### config.mk
export PLATFORM = sky130hd
export DESIGN_NAME = mfab_ctrl
export DESIGN_NICKNAME = d
export VERILOG_FILES = /design/src/mfab_pkg.sv /design/src/mfab_ctrl.sv
export SDC_FILE = /design/constraint.sdc
export NUM_CORES = 1
export LEC_CHECK = 0
export BUFFER_PORTS_ARGS = -buffer_cell sky130_fd_sc_hd__buf_2
export CORE_MARGIN = 3
export CORE_UTILIZATION = 40
export CTS_CLUSTER_SIZE = 10
export DETAILED_ROUTE_END_ITERATION = 12
export GPL_TIMING_DRIVEN = 0
export PLACE_DENSITY = 0.82
export REMOVE_ABC_BUFFERS = 1
export SETUP_SLACK_MARGIN = 0.3
export SKIP_CTS_REPAIR_TIMING = 1
export SYNTH_ARGS = -nofsm -noshare
export SYNTH_HDL_FRONTEND = slang
export SYNTH_SLANG_ARGS = --single-unit
export TNS_END_PERCENT = 100
### constraint.sdc
create_clock -name clk -period 1.61 [get_ports clk]
set_input_delay 0.161 -clock clk [delete_from_list [all_inputs] [get_ports clk]]
set_output_delay 0.161 -clock clk [all_outputs]
set_load 0.02 [all_outputs]
### src/mfab_pkg.sv
`default_nettype none
// ----------------------------------------------------------------------------
// MPI fragment blender package
// Shared widths, codes, command/status bundles and helper functions.
// ----------------------------------------------------------------------------
package mfab_pkg;

	// default geometry
	localparam int unsigned ATLAS_WIDTH_DEF  = 256;
	localparam int unsigned ATLAS_HEIGHT_DEF = 256;
	localparam int unsigned ATLAS_COUNT_DEF  = 2;
	localparam int unsigned VIEW_WIDTH_DEF   = 256;
	localparam int unsigned VIEW_HEIGHT_DEF  = 256;

	// atlas coordinates go up to 4096 entries per axis
	localparam int unsigned COORD_W = 12;

	// stream and config port widths
	localparam int unsigned S_DATA_W   = 168;
	localparam int unsigned S_USER_W   = 3;
	localparam int unsigned M_DATA_W   = 80;
	localparam int unsigned M_USER_W   = 1;
	localparam int unsigned CFG_IDX_W  = 2;
	localparam int unsigned CFG_DATA_W = 32;

	// fixed point constants
	localparam logic [16:0] ONE_Q16       = 17'h10000;
	localparam logic [17:0] SUM_MAX       = 18'h3FFFF;
	localparam logic [16:0] MIN_ALPHA_RST = 17'd13107;
	localparam logic [15:0] COL_MAX       = 16'hFFFF;

	// shared divider: dividend, divisor and quotient widths
	localparam int unsigned DVD_W = 52;
	localparam int unsigned DVS_W = 35;
	localparam int unsigned QUO_W = 34;

	typedef enum logic [1:0] {
		OP_LOAD  = 2'd0,
		OP_CLEAR = 2'd1,
		OP_BLEND = 2'd2,
		OP_READ  = 2'd3
	} opcode_t;

	typedef enum logic [1:0] {
		REG_MIN_ALPHA = 2'd0,
		REG_DISP_LOW  = 2'd1,
		REG_DISP_HIGH = 2'd2
	} cfg_reg_t;

	typedef enum logic [3:0] {
		ST_IDLE,
		ST_DISPATCH,
		ST_VRD,
		ST_VCHK,
		ST_TRD,
		ST_TDAT,
		ST_TACC,
		ST_BCHK,
		ST_DIV_GO,
		ST_DIV_WAIT,
		ST_MUL,
		ST_WB,
		ST_OUT
	} state_t;

	// controller to datapath
	typedef struct packed {
		logic       capture;
		logic       atlas_wr;
		logic       view_clr;
		logic       view_rd;
		logic       view_wr;
		logic       tex_rd;
		logic       tex_wa;
		logic       tex_acc;
		logic       acc_clr;
		logic       res_clr;
		logic       div_start;
		logic       div_store;
		logic       mul;
		logic       out_load;
		logic [1:0] lane;
	} cmd_t;

	// datapath to controller
	typedef struct packed {
		opcode_t op;
		logic    load_ok;
		logic    pix_ok;
		logic    sel_ok;
		logic    pix_full;
		logic    read_empty;
		logic    ow_zero;
		logic    depth_ok;
		logic    div_busy;
		logic    div_done;
		logic    out_free;
	} status_t;

	typedef struct packed {
		logic [15:0] pid;
		logic [16:0] alpha;
		logic [15:0] red;
		logic [15:0] green;
		logic [15:0] blue;
	} atl_ent_t;

	typedef struct packed {
		logic        dep_vld;
		logic [31:0] dep;
		logic [16:0] alpha;
		logic [17:0] sum_r;
		logic [17:0] sum_g;
		logic [17:0] sum_b;
	} view_ent_t;

	typedef struct packed {
		logic [COORD_W-1:0] lo;
		logic [COORD_W-1:0] hi;
		logic [7:0]         frac;
	} axis_t;

	// 2x2 footprint along one axis, edge clamped
	function automatic axis_t gather(logic [16:0] t, logic [COORD_W:0] size);
		logic [8:0]         base;
		logic [COORD_W-1:0] lim;
		logic [COORD_W-1:0] lo;
		axis_t              r;
		base   = (t >= 17'd128) ? 9'((t - 17'd128) >> 8) : 9'd0;
		lim    = COORD_W'(size - 1'b1);
		lo     = (COORD_W'(base) > lim) ? lim : COORD_W'(base);
		r.lo   = lo;
		r.hi   = (lo >= lim) ? lim : lo + 1'b1;
		r.frac = {~t[7], t[6:0]};
		return r;
	endfunction

	// bilinear weight of texel j (0: x0y1, 1: x1y1, 2: x1y0, 3: x0y0)
	function automatic logic [16:0] tex_weight(logic [1:0] j, logic [7:0] fx, logic [7:0] fy);
		logic [8:0] wx;
		logic [8:0] wy;
		wx = (j == 2'd1 || j == 2'd2) ? {1'b0, fx} : 9'd256 - {1'b0, fx};
		wy = (j == 2'd0 || j == 2'd1) ? {1'b0, fy} : 9'd256 - {1'b0, fy};
		return 17'(wx) * 17'(wy);
	endfunction

endpackage
`default_nettype wire

### src/mfab_ctrl.sv
`default_nettype none
// ----------------------------------------------------------------------------
// MPI fragment blender controller
// Sequences load, clear, blend and read over the datapath.
// ----------------------------------------------------------------------------
module mfab_ctrl (
	input  wire logic              clk,
	input  wire logic              arst_n,
	input  wire logic              s_valid,
	output logic                   s_ready,
	input  wire mfab_pkg::status_t st,
	output mfab_pkg::cmd_t         cmd
);
	mfab_pkg::state_t state_q;
	mfab_pkg::state_t state_d;
	logic [1:0]       lane_q;
	logic [1:0]       lane_d;
	logic             is_read;
	logic             skip_disp;

	assign is_read   = (st.op == mfab_pkg::OP_READ);
	assign skip_disp = is_read && (lane_q == 2'd3) && !st.depth_ok;

	// state and lane registers
	always_ff @(posedge clk or negedge arst_n) begin
		if (!arst_n) begin
			state_q <= mfab_pkg::ST_IDLE;
			lane_q  <= '0;
		end else begin
			state_q <= state_d;
			lane_q  <= lane_d;
		end
	end

	// next state
	always_comb begin
		state_d = state_q;
		lane_d  = lane_q;
		unique case (state_q)
			mfab_pkg::ST_IDLE: begin
				if (s_valid) state_d = mfab_pkg::ST_DISPATCH;
			end
			mfab_pkg::ST_DISPATCH: begin
				unique case (st.op)
					mfab_pkg::OP_LOAD:  state_d = mfab_pkg::ST_IDLE;
					mfab_pkg::OP_CLEAR: state_d = mfab_pkg::ST_IDLE;
					mfab_pkg::OP_BLEND: state_d = (st.pix_ok && st.sel_ok) ?
						mfab_pkg::ST_VRD : mfab_pkg::ST_IDLE;
					default:            state_d = st.pix_ok ?
						mfab_pkg::ST_VRD : mfab_pkg::ST_OUT;
				endcase
			end
			mfab_pkg::ST_VRD: state_d = mfab_pkg::ST_VCHK;
			mfab_pkg::ST_VCHK: begin
				lane_d = '0;
				if (is_read) begin
					state_d = st.read_empty ? mfab_pkg::ST_OUT : mfab_pkg::ST_DIV_GO;
				end else begin
					state_d = st.pix_full ? mfab_pkg::ST_IDLE : mfab_pkg::ST_TRD;
				end
			end
			mfab_pkg::ST_TRD:  state_d = mfab_pkg::ST_TDAT;
			mfab_pkg::ST_TDAT: state_d = mfab_pkg::ST_TACC;
			mfab_pkg::ST_TACC: begin
				if (lane_q == 2'd3) begin
					state_d = mfab_pkg::ST_BCHK;
				end else begin
					lane_d  = lane_q + 1'b1;
					state_d = mfab_pkg::ST_TRD;
				end
			end
			mfab_pkg::ST_BCHK: begin
				lane_d  = '0;
				state_d = st.ow_zero ? mfab_pkg::ST_IDLE : mfab_pkg::ST_DIV_GO;
			end
			mfab_pkg::ST_DIV_GO: begin
				state_d = skip_disp ? mfab_pkg::ST_OUT : mfab_pkg::ST_DIV_WAIT;
			end
			mfab_pkg::ST_DIV_WAIT: begin
				if (st.div_done) begin
					if (!is_read && lane_q == 2'd2) begin
						state_d = mfab_pkg::ST_MUL;
					end else if (is_read && lane_q == 2'd3) begin
						state_d = mfab_pkg::ST_OUT;
					end else begin
						lane_d  = lane_q + 1'b1;
						state_d = mfab_pkg::ST_DIV_GO;
					end
				end
			end
			mfab_pkg::ST_MUL: state_d = mfab_pkg::ST_WB;
			mfab_pkg::ST_WB:  state_d = mfab_pkg::ST_IDLE;
			mfab_pkg::ST_OUT: begin
				if (st.out_free) state_d = mfab_pkg::ST_IDLE;
			end
			default: state_d = mfab_pkg::ST_IDLE;
		endcase
	end

	// commands
	always_comb begin
		cmd      = '0;
		cmd.lane = lane_q;
		s_ready  = 1'b0;
		unique case (state_q)
			mfab_pkg::ST_IDLE: begin
				s_ready     = 1'b1;
				cmd.capture = s_valid;
			end
			mfab_pkg::ST_DISPATCH: begin
				cmd.atlas_wr = (st.op == mfab_pkg::OP_LOAD) && st.load_ok;
				cmd.view_clr = (st.op == mfab_pkg::OP_CLEAR) && st.pix_ok;
				cmd.res_clr  = is_read;
			end
			mfab_pkg::ST_VRD:      cmd.view_rd   = 1'b1;
			mfab_pkg::ST_VCHK:     cmd.acc_clr   = !is_read;
			mfab_pkg::ST_TRD:      cmd.tex_rd    = 1'b1;
			mfab_pkg::ST_TDAT:     cmd.tex_wa    = 1'b1;
			mfab_pkg::ST_TACC:     cmd.tex_acc   = 1'b1;
			mfab_pkg::ST_BCHK:     ;
			mfab_pkg::ST_DIV_GO:   cmd.div_start = !skip_disp;
			mfab_pkg::ST_DIV_WAIT: cmd.div_store = st.div_done;
			mfab_pkg::ST_MUL:      cmd.mul       = 1'b1;
			mfab_pkg::ST_WB:       cmd.view_wr   = 1'b1;
			mfab_pkg::ST_OUT:      cmd.out_load  = st.out_free;
			default: ;
		endcase
	end

endmodule
`default_nettype wire

==> metrics.txt <==
outcome complete, but fails checks; failing checks negative setup slack; worst path arrival time 1690 ps; largest net degree at the start of global routing 18; critical path type reg2out; hold wc startpoint st[0]; WL final 2880 um; area occupied by multi-input gates 623 um2; Final ANT Viol Nets 0; WL/cell 18.6 um; Mean Syn Cell Area 7.37 um2; Non-Filler Instances 155; biggest area consumer among synthesized cells dfrtp_1; Worst R2R Start state_q[3]; die area 2140 um2; Relative slew margins 73.8%; Clock Skew 9.08 ps; critical path capture point type output pin; power density cells 1860 nW/um2; Synth Register Bits 6; Tot GR Track Use 17.8%; initial antenna violation count 0; Yosys top cell area share 23.2%; Area Growth Syn to Fin 95.6%; 1st-iter DRT viols 35; residual DRC count 0; Vias 971; worst min-delay path category in2reg; Core Area 1420 um2; number of max-slew violations in the final report 0; count of yosys warnings during synthesis 0; most common cell in the netlist nor2_1; Top FF cell, synth dfrtp_1; Worst Tran Pin Value 389 ps; reg2reg setup slack -90 ps; CTS Buffer Depth 2; sequential cell area 155 um2; post-layout min period 1850 ps; drt pass-1 iters 7; placement row count 13; RSZ-0062 raised after global routing true; VDD IR max 0.00127 V; Cells after Synth 88; Worst EP required 1450 ps; CTS Sinks 6; Reg2Reg Depth 4; leak pwr 0.579 nW; EDFF count, synth 0; Final HPWL DP 1390 um; Critical Path Start Type flop; first-pass GRT wire length 2860 um; cell count after placement 128; synth cell count leaders nor2_1 (13), dfrtp_1 (6), inv_1 (5), nand2b_1 (5), nor3_1 (5); library cells used by synthesis 36; layout filler cell count 57; Cell Area, Synth 648 um2; Initial Util 45.8%; die height 46.3 um; final setup fails 11; Synth area leaders dfrtp_1 (23%), nor2_1 (7.5%), nand2b_1 (4.8%); root buffer cell clkbuf_4; Fin. Hold Viols 0; GRT overflow 0; post-synthesis async set-or-reset flop share 100%; share of cells above drive strength 1 64.3%; part of the cycle the worst path needs 115%; f_max 540 MHz; ant diodes 0; Final nets 159; Hold Crit Endpoint state_q[2]; crit-path max FO 5; Final WS setup -241 ps; Max Cap Viol 0; Worst-Skew Late Latency 250 ps; RePlAce Congestion 0.868; register area share after synthesis 23.2%; PnR Total Power 2.36 mW; DR vias/cell 6.26; Hold Path Depth 3; Die Span X 46.3 um; r2r endpoint state_q[3]; Port Buffer Count 30; H-tree depth 1; CTS tree done; CTS Buf Count 3; Clk pin slew, worst setup/hold paths 50 ps; Final Util 89.6%; IO Pins 32; vias in the first global route 706
-- layer usage --
metal / track usage, % / share of wire (%) / vias up
met1: 23.8 / 37 / 452
met4: 4.55 / 3.3 / 0
met2: 30.2 / 49 / 74
li1: - / - / 433
met3: 1.56 / 10 / 12
met5: 0 / 0 / -
-- placed cells by master, fill, tap and decap left out, types with 3 or more instances in the layout --
cell type / count
buf_4: 19
buf_2: 17
buf_6: 17
nor2_1: 6
inv_1: 5
nor2_4: 4
dfrtp_2: 4
nor2_2: 3
nor3_1: 3
nand2_1: 3
nor2b_1: 3
o211ai_1: 3
a21oi_1: 3
clkbuf_4: 3
-- where the power goes --
part	total (mW)	switching, mW	internal (mW)
Sequential	0.346	0.116	0.230
Clock	0.144	0.0591	0.0847
Combinational	1.87	0.940	0.932
-- critical path, stage by stage, from the launching register on --
cell     delay (ps)
dfrtp_2         440
or4b_4          570
nor4b_2         260
buf_4           170
-- cells by family (layout without fill, tap and decap cells) --
family                     after synthesis  count (layout)  synth area share [%]
adders and majority gates                2               2                  3.86
muxes                                    2               2                  3.47
AOI/OAI and AO/OA                       20              20                  21.8
DFF                                      6               6                  23.2
and+or+nand+nor                         48              48                  41.7
buffers and inverters                   10              62                  5.98
-- state kept, by name (all words and copies together) (netlist names) --
| name | cells |
|---|---|
| state_q | 4 |
| lane_q | 2 |
-- metrics by stage --
step | setup TNS (ps) | worst slack [ps] | hold slack [ps] | cell area [um2]
2_1_floorplan | -1290 | -380 | -135 | 628
3_3_place_gp | -715 | -173 | -19.5 | 797
3_5_place_dp | -957 | -222 | -14.0 | 797
4_1_cts | -2130 | -483 | -266 | 820
5_1_grt | -1400 | -275 | 283 | 1270
6_report | -779 | -241 | 269 | 1270
-- how the worst max path moves through the flow --
stage | slack (ps) | to | from
after floorplan | -380 | cmd[14] | state_q[0]
after global placement | -170 | cmd[14] | state_q[0]
after detailed placement | -220 | state_q[3] | state_q[0]
after CTS | -480 | cmd[14] | state_q[0]
after global routing | -280 | cmd[14] | state_q[3]
final | -240 | cmd[14] | state_q[3]
-- layout make-up --
type	instances	area share, %
clock buffer	3	1.78
inverter	5	1.48
multi-input combinational	72	49.2
sequential	6	12.2
tap	15	1.48
timing repair buffer	54	33.9
No activity file was read; power rests on OpenSTA's default activity.
